File: src/a85_pkg.sv
// ----------------------------------------------------------------------------
// a85_pkg: shared constants for the ascii85 stream encoder
// Character codes, digit widths and the reciprocal used for division by 85.
// ----------------------------------------------------------------------------
`timescale 1ns / 1ps
`default_nettype none

package a85_pkg;

  // one base-85 digit value, 0 to 84
  localparam int unsigned DIG_W = 7;
  // quotient of a 32-bit value by 85 fits in 26 bits
  localparam int unsigned QUO_W = 26;

  // x / 85 == (x * B85_RECIP) >> B85_SHIFT for every 32-bit x
  localparam logic [31:0] B85_RECIP = 32'd3233857729;
  localparam int unsigned B85_SHIFT = 38;
  localparam logic [6:0]  B85_BASE  = 7'd85;

  // character codes
  localparam logic [6:0] CH_OFFSET = 7'd33;   // '!'
  localparam logic [6:0] CH_LT     = 7'h3C;   // '<'
  localparam logic [6:0] CH_TILDE  = 7'h7E;   // '~'
  localparam logic [6:0] CH_GT     = 7'h3E;   // '>'

  // bytes in one group, digits in one full group
  localparam logic [2:0] GROUP_BYTES = 3'd4;
  localparam logic [2:0] GROUP_DIGS  = 3'd5;

endpackage

`default_nettype wire

File: src/ascii85_stream_encoder.sv
// ----------------------------------------------------------------------------
// ascii85_stream_encoder: byte stream to ascii85 text
// Takes one raw byte per word and gives one text character per word,
// framed by "<~" and "~>", with four-byte groups turned into five digits.
// ----------------------------------------------------------------------------
//  channel | dir | tdata                 | tlast
//  in_     | in  | [7:0] data_byte       | final_byte
//  out_    | out | [6:0] text_char, [7]0 | run_last
//
//  a byte that causes no character leaves the sequencer idle; in_tready is high only
//  while the sequencer is idle
//  a full group takes five divide-by-85 steps (ST_MUL, then ST_REM) on the
//  shared divider, then one character per cycle while out_tready allows
//  opening and closing delimiters add two characters each
//  rst_n is synchronous and clears the sequencer, group state and output
//  a stalled out_tready holds the sequencer in its emit state
// ----------------------------------------------------------------------------
`timescale 1ns / 1ps
`default_nettype none

module ascii85_stream_encoder
  import a85_pkg::*;
(
  input  wire logic       clk,
  input  wire logic       rst_n,
  input  wire logic       in_tvalid,
  output logic            in_tready,
  input  wire logic [7:0] in_tdata,   // [7:0] data_byte
  input  wire logic       in_tlast,   // final_byte
  output logic            out_tvalid,
  input  wire logic       out_tready,
  output logic      [7:0] out_tdata,  // [6:0] text_char, [7] zero
  output logic            out_tlast   // run_last
);

  typedef enum logic [2:0] {
    ST_IDLE,
    ST_MUL,
    ST_REM,
    ST_OPEN0,
    ST_OPEN1,
    ST_DIG,
    ST_CLOSE0,
    ST_CLOSE1
  } state_t;

  state_t           state_r, state_nxt;
  logic [1:0]       cnt_r, cnt_nxt;
  logic             opened_r, opened_nxt;
  logic             fin_r, fin_nxt;
  logic             open_pend_r, open_pend_nxt;
  logic             has_dig_r, has_dig_nxt;
  logic [2:0]       iter_r, iter_nxt;
  logic [2:0]       left_r, left_nxt;
  logic             out_valid_r, out_valid_nxt;
  logic [6:0]       out_char_r, out_char_nxt;
  logic             out_last_r, out_last_nxt;

  logic [31:0]      acc_r, acc_nxt;
  logic [31:0]      work_r, work_nxt;
  logic [DIG_W-1:0] digits_r   [5];
  logic [DIG_W-1:0] digits_nxt [5];

  logic             in_acc;
  logic             slot_free;
  logic [31:0]      acc_shift;
  logic [2:0]       cnt_inc;
  logic             full;
  logic [31:0]      pad_val;
  logic [QUO_W-1:0] div_quo;
  logic [DIG_W-1:0] div_rem;
  logic             div_load;

  // handshakes
  assign in_tready = (state_r == ST_IDLE);
  assign in_acc    = in_tvalid && in_tready;
  assign slot_free = !out_valid_r || out_tready;

  // group packing on an accepted byte
  assign acc_shift = {acc_r[23:0], in_tdata};
  assign cnt_inc   = 3'(cnt_r) + 3'd1;
  assign full      = (cnt_inc == GROUP_BYTES);

  // zero padding of a partial group
  always_comb begin
    unique case (cnt_r)
      2'd0:    pad_val = acc_shift << 24;
      2'd1:    pad_val = acc_shift << 16;
      2'd2:    pad_val = acc_shift << 8;
      default: pad_val = acc_shift;
    endcase
  end

  // shared divide-by-85 unit
  assign div_load = (state_r == ST_MUL);

  a85_div85 u_div (
    .clk  (clk),
    .load (div_load),
    .x    (work_r),
    .quo  (div_quo),
    .rem  (div_rem)
  );

  // sequencer next state
  always_comb begin
    state_nxt     = state_r;
    cnt_nxt       = cnt_r;
    opened_nxt    = opened_r;
    fin_nxt       = fin_r;
    open_pend_nxt = open_pend_r;
    has_dig_nxt   = has_dig_r;
    iter_nxt      = iter_r;
    left_nxt      = left_r;
    acc_nxt       = acc_r;
    work_nxt      = work_r;
    digits_nxt    = digits_r;
    out_valid_nxt = out_valid_r && !out_tready;
    out_char_nxt  = out_char_r;
    out_last_nxt  = out_last_r;

    unique case (state_r)
      ST_IDLE: begin
        if (in_acc) begin
          acc_nxt       = acc_shift;
          work_nxt      = pad_val;
          iter_nxt      = 3'd0;
          left_nxt      = full ? GROUP_DIGS : (cnt_inc + 3'd1);
          fin_nxt       = in_tlast;
          open_pend_nxt = !opened_r;
          has_dig_nxt   = full || in_tlast;
          cnt_nxt       = (full || in_tlast) ? 2'd0 : cnt_inc[1:0];
          opened_nxt    = !in_tlast;
          if (full || in_tlast) begin
            state_nxt = ST_MUL;
          end else if (!opened_r) begin
            state_nxt = ST_OPEN0;
          end
        end
      end
      ST_MUL: begin
        state_nxt = ST_REM;
      end
      ST_REM: begin
        // new digit enters at the bottom, the most significant ends there
        digits_nxt[0] = div_rem;
        for (int i = 1; i < 5; i++) begin
          digits_nxt[i] = digits_r[i-1];
        end
        work_nxt = 32'(div_quo);
        iter_nxt = iter_r + 3'd1;
        if (iter_r == (GROUP_DIGS - 3'd1)) begin
          state_nxt = open_pend_r ? ST_OPEN0 : ST_DIG;
        end else begin
          state_nxt = ST_MUL;
        end
      end
      ST_OPEN0: begin
        if (slot_free) begin
          out_valid_nxt = 1'b1;
          out_char_nxt  = CH_LT;
          out_last_nxt  = 1'b0;
          state_nxt     = ST_OPEN1;
        end
      end
      ST_OPEN1: begin
        if (slot_free) begin
          out_valid_nxt = 1'b1;
          out_char_nxt  = CH_TILDE;
          out_last_nxt  = !has_dig_r && !fin_r;
          if (has_dig_r) begin
            state_nxt = ST_DIG;
          end else if (fin_r) begin
            state_nxt = ST_CLOSE0;
          end else begin
            state_nxt = ST_IDLE;
          end
        end
      end
      ST_DIG: begin
        if (slot_free) begin
          out_valid_nxt = 1'b1;
          out_char_nxt  = digits_r[0] + CH_OFFSET;
          out_last_nxt  = (left_r == 3'd1) && !fin_r;
          for (int i = 0; i < 4; i++) begin
            digits_nxt[i] = digits_r[i+1];
          end
          left_nxt = left_r - 3'd1;
          if (left_r == 3'd1) begin
            state_nxt = fin_r ? ST_CLOSE0 : ST_IDLE;
          end
        end
      end
      ST_CLOSE0: begin
        if (slot_free) begin
          out_valid_nxt = 1'b1;
          out_char_nxt  = CH_TILDE;
          out_last_nxt  = 1'b0;
          state_nxt     = ST_CLOSE1;
        end
      end
      ST_CLOSE1: begin
        if (slot_free) begin
          out_valid_nxt = 1'b1;
          out_char_nxt  = CH_GT;
          out_last_nxt  = 1'b1;
          state_nxt     = ST_IDLE;
        end
      end
      default: begin
        state_nxt = ST_IDLE;
      end
    endcase
  end

  // state and registered outputs
  always_ff @(posedge clk) begin
    if (!rst_n) begin
      state_r     <= ST_IDLE;
      cnt_r       <= 2'd0;
      opened_r    <= 1'b0;
      fin_r       <= 1'b0;
      open_pend_r <= 1'b0;
      has_dig_r   <= 1'b0;
      iter_r      <= 3'd0;
      left_r      <= 3'd0;
      out_valid_r <= 1'b0;
      out_last_r  <= 1'b0;
    end else begin
      state_r     <= state_nxt;
      cnt_r       <= cnt_nxt;
      opened_r    <= opened_nxt;
      fin_r       <= fin_nxt;
      open_pend_r <= open_pend_nxt;
      has_dig_r   <= has_dig_nxt;
      iter_r      <= iter_nxt;
      left_r      <= left_nxt;
      out_valid_r <= out_valid_nxt;
      out_last_r  <= out_last_nxt;
    end
  end

  // payload registers
  always_ff @(posedge clk) begin
    acc_r      <= acc_nxt;
    work_r     <= work_nxt;
    out_char_r <= out_char_nxt;
    for (int i = 0; i < 5; i++) begin
      digits_r[i] <= digits_nxt[i];
    end
  end

  assign out_tvalid = out_valid_r;
  assign out_tdata  = {1'b0, out_char_r};
  assign out_tlast  = out_last_r;

  // checks
  a_rem_after_mul: assert property (@(posedge clk) disable iff (!rst_n)
    (state_r == ST_REM) |-> ($past(state_r) == ST_MUL))
    else $error("divider remainder read without a product step");

  a_rem_range: assert property (@(posedge clk) disable iff (!rst_n)
    (state_r == ST_REM) |-> (div_rem < B85_BASE))
    else $error("divide-by-85 remainder out of range");

  a_char_range: assert property (@(posedge clk) disable iff (!rst_n)
    out_valid_r |-> ((out_char_r >= CH_OFFSET) && (out_char_r <= CH_TILDE)))
    else $error("output character outside printable range");

  a_dig_left: assert property (@(posedge clk) disable iff (!rst_n)
    (state_r == ST_DIG) |-> ((left_r != 3'd0) && (left_r <= GROUP_DIGS)))
    else $error("digit count out of range while emitting");

endmodule

`default_nettype wire

File: src/a85_div85.sv
// ----------------------------------------------------------------------------
// a85_div85: divide-by-85 step unit
// On load it registers the reciprocal-product quotient and x; the
// quotient and remainder are valid in the following cycle.
// ----------------------------------------------------------------------------
`timescale 1ns / 1ps
`default_nettype none

module a85_div85
  import a85_pkg::*;
(
  input  wire logic             clk,
  input  wire logic             load,
  input  wire logic [31:0]      x,
  output logic      [QUO_W-1:0] quo,
  output logic      [DIG_W-1:0] rem
);

  logic [63:0]      prod;
  logic [QUO_W-1:0] quo_r;
  logic [31:0]      x_r;
  logic [31:0]      q_ext;
  logic [31:0]      q_times_base;
  logic [31:0]      diff;

  // reciprocal multiply, registered before the back-multiply
  assign prod = 64'(x) * 64'(B85_RECIP);

  always_ff @(posedge clk) begin
    if (load) begin
      quo_r <= prod[B85_SHIFT +: QUO_W];
      x_r   <= x;
    end
  end

  // remainder: x - 85*q, with 85*q = 64q + 16q + 4q + q
  assign q_ext        = 32'(quo_r);
  assign q_times_base = (q_ext << 6) + (q_ext << 4) + (q_ext << 2) + q_ext;
  assign diff         = x_r - q_times_base;

  assign quo = quo_r;
  assign rem = diff[DIG_W-1:0];

endmodule

`default_nettype wire
File: config.mk
export PLATFORM = sky130hd
export DESIGN_NAME = ascii85_stream_encoder
export DESIGN_NICKNAME = d
export VERILOG_FILES = /design/src/a85_pkg.sv /design/src/ascii85_stream_encoder.sv /design/src/a85_div85.sv
export SDC_FILE = /design/constraint.sdc
export NUM_CORES = 1
export LEC_CHECK = 0
export BUFFER_PORTS_ARGS = -buffer_cell sky130_fd_sc_hd__buf_4
export CAP_MARGIN = 40
export CORE_MARGIN = 2
export CORE_UTILIZATION = 55
export DETAILED_ROUTE_END_ITERATION = 10
export PLACE_DENSITY_LB_ADDON = 0.25
export SETUP_SLACK_MARGIN = 0.05
export SYNTH_ARGS = -nofsm -noshare
export SYNTH_HDL_FRONTEND = slang
export SYNTH_SLANG_ARGS = --single-unit
File: constraint.sdc
create_clock -name clk -period 5.9 [get_ports clk]
set_clock_uncertainty 0.05 [all_clocks]
set_input_delay 1.475 -clock clk [delete_from_list [all_inputs] [get_ports clk]]
set_output_delay 1.475 -clock clk [all_outputs]
set_load 0.1 [all_outputs]
==> results of run 1 <==
==> per-layer routing <==
metal	vias to the layer above	routed length, um
met3	111	2140
met4	0	2520
met2	417	22200
met5	-	0
met1	6021	18200
li1	5708	-
==> final cells by class <==
type	instances	share of cell area (%)
Clock buffer	17	2.02
Clock inverter	15	0.861
Inverter	360	6.41
Multi-Input combinational cell	1027	58.4
Sequential cell	148	20.3
Tap cell	390	2.31
Timing Repair Buffer	255	9.69
==> metrics by stage <==
| stage | hold WS [ps] | TNS, ps | worst slack [ps] | utilization (%) |
|---|---|---|---|---|
| 2_1_floorplan | 376 | -355 | -103 | - |
| 3_3_place_gp | 403 | -11060 | -670 | 63.5 |
| 3_5_place_dp | 396 | -12560 | -760 | 63.7 |
| 4_1_cts | 420 | -8300 | -613 | 69.7 |
| 5_1_grt | 428 | -12670 | -758 | 71.5 |
| 6_report | 414 | -9530 | -626 | 71.5 |
==> layout by cell type, fill, tap and decap left out, drive strengths merged, types with 18 or more instances in the layout <==
master	instances
edfxtp	131
buf	255
inv	366
a21oi	61
fa	171
nand2	114
o21ai	63
nor2	55
xnor2	37
nand3	18
ha	337
==> worst min-delay path by stage <==
stage                       startpoint     endpoint  cells after the start  slack, ps
after floorplan            digits_r[7]  digits_r[0]                      0        380
after global placement     digits_r[7]  digits_r[0]                      0        400
after detailed placement  digits_r[13]  digits_r[6]                      0        400
after CTS                  digits_r[7]  digits_r[0]                      0        420
after global routing       digits_r[7]  digits_r[0]                      0        430
final                      digits_r[7]  digits_r[0]                      0        410
==> kinds of logic after synthesis <==
group / Yosys count / share of synthesized area, %
AOI/OAI and AO/OA: 215 / 8.67
xor gates and xnor gates: 50 / 2.67
other: 1 / 0.0229
and+or+nand+nor: 251 / 6.90
adders and majority gates: 508 / 46.6
buffers and inverters: 393 / 9.01
muxes: 2 / 0.122
DFF: 148 / 26.0
==> critical path, delay by kind of cell, from the launching register on <==
kind            cells  cell delay (ps)
fa+ha+maj           9             3510
buf+inv             7              830
simple gates        2              750
compound gates      3              530
flops               1              470
xor+xnor            1              120
==> flip-flops by register name, indices dropped and copies added (netlist names) <==
signal / count
u_div.quo: 26
acc_r: 24
out_tlast: 1
cnt_r: 2
opened_r: 1
digits_r: 35
out_tvalid: 1
out_char_r: 7
iter_r: 3
has_dig_r: 1
fin_r: 1
open_pend_r: 1
work_r: 32
left_r: 3
state_r: 3
u_div.x_r: 7
==> repair_timing <==
item,4_1_cts,5_1_grt
endpoints found under the setup margin,26,26
endpoints found under the hold margin,0,0
buffers inserted,36,15
pin swaps,90,73
gates cloned,0,0
gates resized for setup,123,62
==> qor.yml, run 1 <==
status:
  status: "complete, but fails checks"
  violations: "negative setup slack"
routing:
  route.detailed.drc: 0
  drt_iter0_markers: 1013
  dr.pass1.iters: 7
  dr_total_vias: 12300
  wl_per_cell_um: 20.4
  vias_per_cell: 5.54
  drtAntennaViolNets: 0
  wirelength_mm: 45.1
final_layout:
  antenna_cells: 0
  layout.nets: 2330
  n_fill_cell: 2021
  instances_no_fill: 2212
  regArea_um2: 4270
  final_cell_area_um2: 21100
  drive_gt1_share_pct: 25.8
  multiInputGateArea_um2: 12300
  synthToLayoutAreaGrowth_pct: 28.5
critical_path:
  r2r_cells: 22
  endpoint_kind: "flop"
  path_max_fanout: 3
  crit_arrival_ps: 6650
  cp_slowest_cell: "fa_1"
  max_stage_delay_ps: 570
  setup.worst_path.class: "flop to flop"
  endpoint: "u_div.quo[17]"
  path_common_cell: "fa_1"
  r2r_end: "u_div.quo[17]"
  regToRegSetupSlack_ps: -630
  startpoint_type: "flop"
  cp-startpoint: "work_r[11]"
  crit-reg2reg-launch: "work_r[11]"
  critical_path_required_ps: 6030
  worstPathCellList: "buf_6, ha_4, ha_4, fa_1, fa_1, inv_1, fa_1, inv_1, fa_1, fa_1, ha_4, ha_4, nand4_1, or4_1, o22a_2, a22oi_2, buf_6, a21oi_4, buf_6, buf_4, buf_4, xnor2_1"
die:
  fp.dieArea_um2: 31200
  die_height_um: 177
  num_rows: 63
  die_w_um: 177
  ioPinCount: 24
  start_util_pct: 55.7
  core_area_um2: 29500
synth:
  yosysSeqAreaShare_pct: 26.0
  synth_seq_cells: 148
  synth_top_cell_area_share_pct: 25.7
  syn_nets: 2089
  synth-edff-count: 131
  avgSynthCellArea_um2: 10.5
  yosysWarnings: 0
  synthesis.instances: 1568
  yosys.area.top_type: "ha_1"
  synth_ff_type: "edfxtp_1"
  ys_types: 64
  synthArstFlopShare_pct: 0
  syn_area_um2: 16400
  synth.area.top_cells: "ha_1 26%, edfxtp_1 24%, fa_1 21%"
  yosysMostFrequentCell: "inv_1"
  synth_common_cells: "358 x inv_1, 337 x ha_1, 171 x fa_1, 131 x edfxtp_1, 114 x nand2_1"
placed_design:
  hpwl_mm: 34.9
  gp_congestion: 0.993
  port_buffers: 22
  dpl-instance-area_um2: 18800
  placedCellCount: 2135
grt:
  grt_antenna_before_repair: 0
  met3_usage_pct: 4.79
  globalRouteMet2Util_pct: 49.9
  use_met1_pct: 36.7
  grt_pass1_vias: 12900
  grt_busiest_layer: "met2"
  grt_max_degree: 36
  track_usage_pct: 29.3
  overflow: 0
  grt_pass1_wl_mm: 69.0
clock_tree:
  clkSinkCount: 148
  cts_buffers: 17
  tritoncts: "built"
  clock_latency_ps: 430
  holdBufCountCts: 0
  root_buffer: "clkbuf_16"
  ctsLongestPathBuffers: 2
  clk_pin_slew_ps: 70
  htree_num_levels: 4
sta:
  fin_crit_sh_pct: 111
  rsz0062_at_grt: "yes"
  fin_ws_ps: -626
  final_hold_viol_count: 0
  drv_slew: 0
  relSlewSlack_pct: 57.5
  setup_viol: 24
  worst_pin_slew_ps: 637
  timing.fmax_mhz: 153
  period_needed_ps: 6530
flow_run:
  maxCapViolCount: 0
hold_path:
  hp-class: "flop to flop"
Power of run 1 is left out: the tool's default activity adds up to more than one toggle a clock period on the data nets, which glitch-free logic cannot reach.
==> run 2, diff against run 1 <==
--- a/config.mk
+++ b/config.mk
@@ -10,6 +10,7 @@
 export CORE_MARGIN = 2
 export CORE_UTILIZATION = 55
 export DETAILED_ROUTE_END_ITERATION = 10
+export MAX_ROUTING_LAYER = met4
 export PLACE_DENSITY_LB_ADDON = 0.25
 export SETUP_SLACK_MARGIN = 0.05
 export SYNTH_ARGS = -nofsm -noshare
==> constraint.sdc (replaced) <==
create_clock -name clk -period 5.9 [get_ports clk]
set_clock_uncertainty 0.05 [all_clocks]
set_input_delay 1.475 -clock clk [delete_from_list [all_inputs] [get_ports clk]]
set_output_delay 1.475 -clock clk [all_outputs]
set_load 0.005 [all_outputs]
==> run 2 against run 1 <==
Against the previous run:
- the flow still finishes with violations (negative setup slack)
- critical path depth up 2
- core utilization up 0.47 points
- cell area up 0.65%
- wire length up 1.3%
- clock-buffer cell count unchanged
- largest cell class unchanged
- register-to-register slack about the same
- die area unchanged
- first-iteration DRC count down 17%
- setup slack worse by 11 ps
==> qor.yml, run 2 (synthesis results as in run 1) <==
status:
  status: "complete, but fails checks"
  violations: "negative setup slack"
clock_tree:
  clkSinkCount: 148  # unchanged
  ctsLongestPathBuffers: 2  # unchanged
  cts_buffers: 17  # unchanged
  htree_num_levels: 4  # unchanged
  clock_latency_ps: 440  # about the same
  clk_pin_slew_ps: 70  # about the same
  tritoncts: "built"
  root_buffer: "clkbuf_16"
placed_design:
  gp_congestion: 1.01  # +2.1%
  dpl-instance-area_um2: 18700  # -0.23%
  place_ws_ps: -738  # +21.9 ps
  port_buffers: 22  # unchanged
  hpwl_mm: 35.4  # +1.4%
final_layout:
  n_fill_cell: 2056  # +1.7%
  antenna_cells: 0  # unchanged
  largest_register_ffs: 35  # unchanged
  drive_gt1_share_pct: 26.5  # +0.75 points
  layout.nets: 2335  # +0.21%
  mostFrequentLayoutCells: "340 x inv_1, 236 x buf_4, 231 x ha_1"
  layout_commonest_cell: "inv_1"
  regMostFlops: "digits_r"
  synthToLayoutAreaGrowth_pct: 29.3
  final_cell_area_um2: 21200  # +0.65%
sta:
  drv_slew: 0  # unchanged
  rsz0062_at_grt: "yes"
  timing.fmax_mhz: 153  # -0.17%
  final_hold_viol_count: 0  # unchanged
  fin_ws_ps: -637  # -11.0 ps
  whs_ps: 418  # +3.54 ps
  worst_pin_slew_ps: 708  # +70.5 ps
  period_needed_ps: 6540  # +11.0 ps
  setup_viol: 24  # unchanged
  relSlewSlack_pct: 52.8  # -4.6 points
  fin_crit_sh_pct: 111  # +0.19 points
critical_path:
  crit_arrival_ps: 6780  # +130 ps
  cp-startpoint: "work_r[5]"
  cp_slowest_cell: "fa_2"
  startpoint_type: "flop"
  crit-reg2reg-launch: "work_r[5]"
  endpoint_kind: "flop"
  path_max_fanout: 4  # +1
  path_common_cell: "ha_4"
  max_stage_delay_ps: 550  # -20 ps
  critical_path_required_ps: 6140  # +110 ps
  path_delay_family: "adder cells"
  crit_buf_inv: 5  # -2
  worstPathCellList: "ha_4, ha_4, inv_2, fa_1, inv_1, fa_1, inv_1, fa_2, fa_2, fa_1, inv_2, ha_4, ha_4, a2111oi_4, o21ai_2, a31oi_4, a21oi_4, nor4b_2, a22oi_2, buf_6, a21oi_4, o221ai_4, or4_1, nand4_1"
  setup.worst_path.class: "flop to flop"
die:
  ioPinCount: 24  # unchanged
  core_area_um2: 29500  # unchanged
  die_w_um: 177  # unchanged
  num_rows: 63  # unchanged
  start_util_pct: 55.7  # unchanged
  fp.dieArea_um2: 31200  # unchanged
  die_height_um: 177  # unchanged
routing:
  vias_per_cell: 5.58  # +0.76%
  dr_total_vias: 12400  # +0.99%
  wirelength_mm: 45.7  # +1.3%
  drtAntennaViolNets: 0  # unchanged
  dr.pass1.iters: 9  # +2
  wl_per_cell_um: 20.6  # +1.0%
  route.detailed.drc: 0  # unchanged
  drt_iter0_markers: 844  # -17%
hold_path:
  hold_start: "digits_r[12]"
  hp-class: "flop to flop"
grt:
  grt_max_degree: 36  # unchanged
  grt_antenna_before_repair: 0  # unchanged
  overflow: 0  # unchanged
  grt_pass1_wl_mm: 69.3  # +0.45%
  track_usage_pct: 30.2  # +0.98 points
  grt_pass1_vias: 13000  # +0.73%
flow_run:
  maxCapViolCount: 0  # unchanged
run 2: worst paths after layout:
kind / endpoint / slack, ps / cells after the start
min: digits_r[5] / 420 / 0
max: u_div.quo[23] / -640 / 24
max reg2reg: u_div.quo[23] / -640 / 24
min reg2reg: digits_r[5] / 420 / 0
run 2: cell type report:
cell class	count	area (um2)	share of cell area [%]
inverters	360	1350	6.37
clock inverters	15	181	0.855
well taps	390	488	2.30
multi-input cells	1027	12400	58.6
repair buffers	260	2070	9.74
flip-flops and latches	148	4270	20.1
clock buffers	17	425	2.00
run 2: timing repair:
item                       CTS  global route
gates resized for setup    120            90
setup endpoints to repair   26            26
setup buffers               39            23
hold buffers                 0             0
pin swaps                   78            91
run 2: per-stage QoR:
| stage | instances | TNS, ps | util, % |
|---|---|---|---|
| 2_1_floorplan | 1568 | -355 | - |
| 3_3_place_gp | 2130 | -11020 | 63.4 |
| 3_5_place_dp | 2132 | -12380 | 63.6 |
| 4_1_cts | 2202 | -6520 | 69.6 |
| 5_1_grt | 2217 | -12520 | 72.0 |
| 6_report | 2217 | -8490 | 72.0 |
run 2: layer usage:
layer / vias up / GRT usage [%] / share of wire [%]
met2: 373 / 50.0 / 49
met1: 6170 / 37.8 / 42
met4: 0 / 12.1 / 4.9
li1: 5711 / - / -
met3: 124 / 3.95 / 4.6
met5: - / - / 0
run 2: worst reg2reg max path, delay by kind of cell (launching register included):
family	cells	cell delay (ps)
and+or+nand+nor	3	820
adders and majority gates	9	3440
AOI/OAI and AO/OA	7	1250
buffers and inverters	5	320
DFF	1	510
Power of run 2 is left out for the same reason.
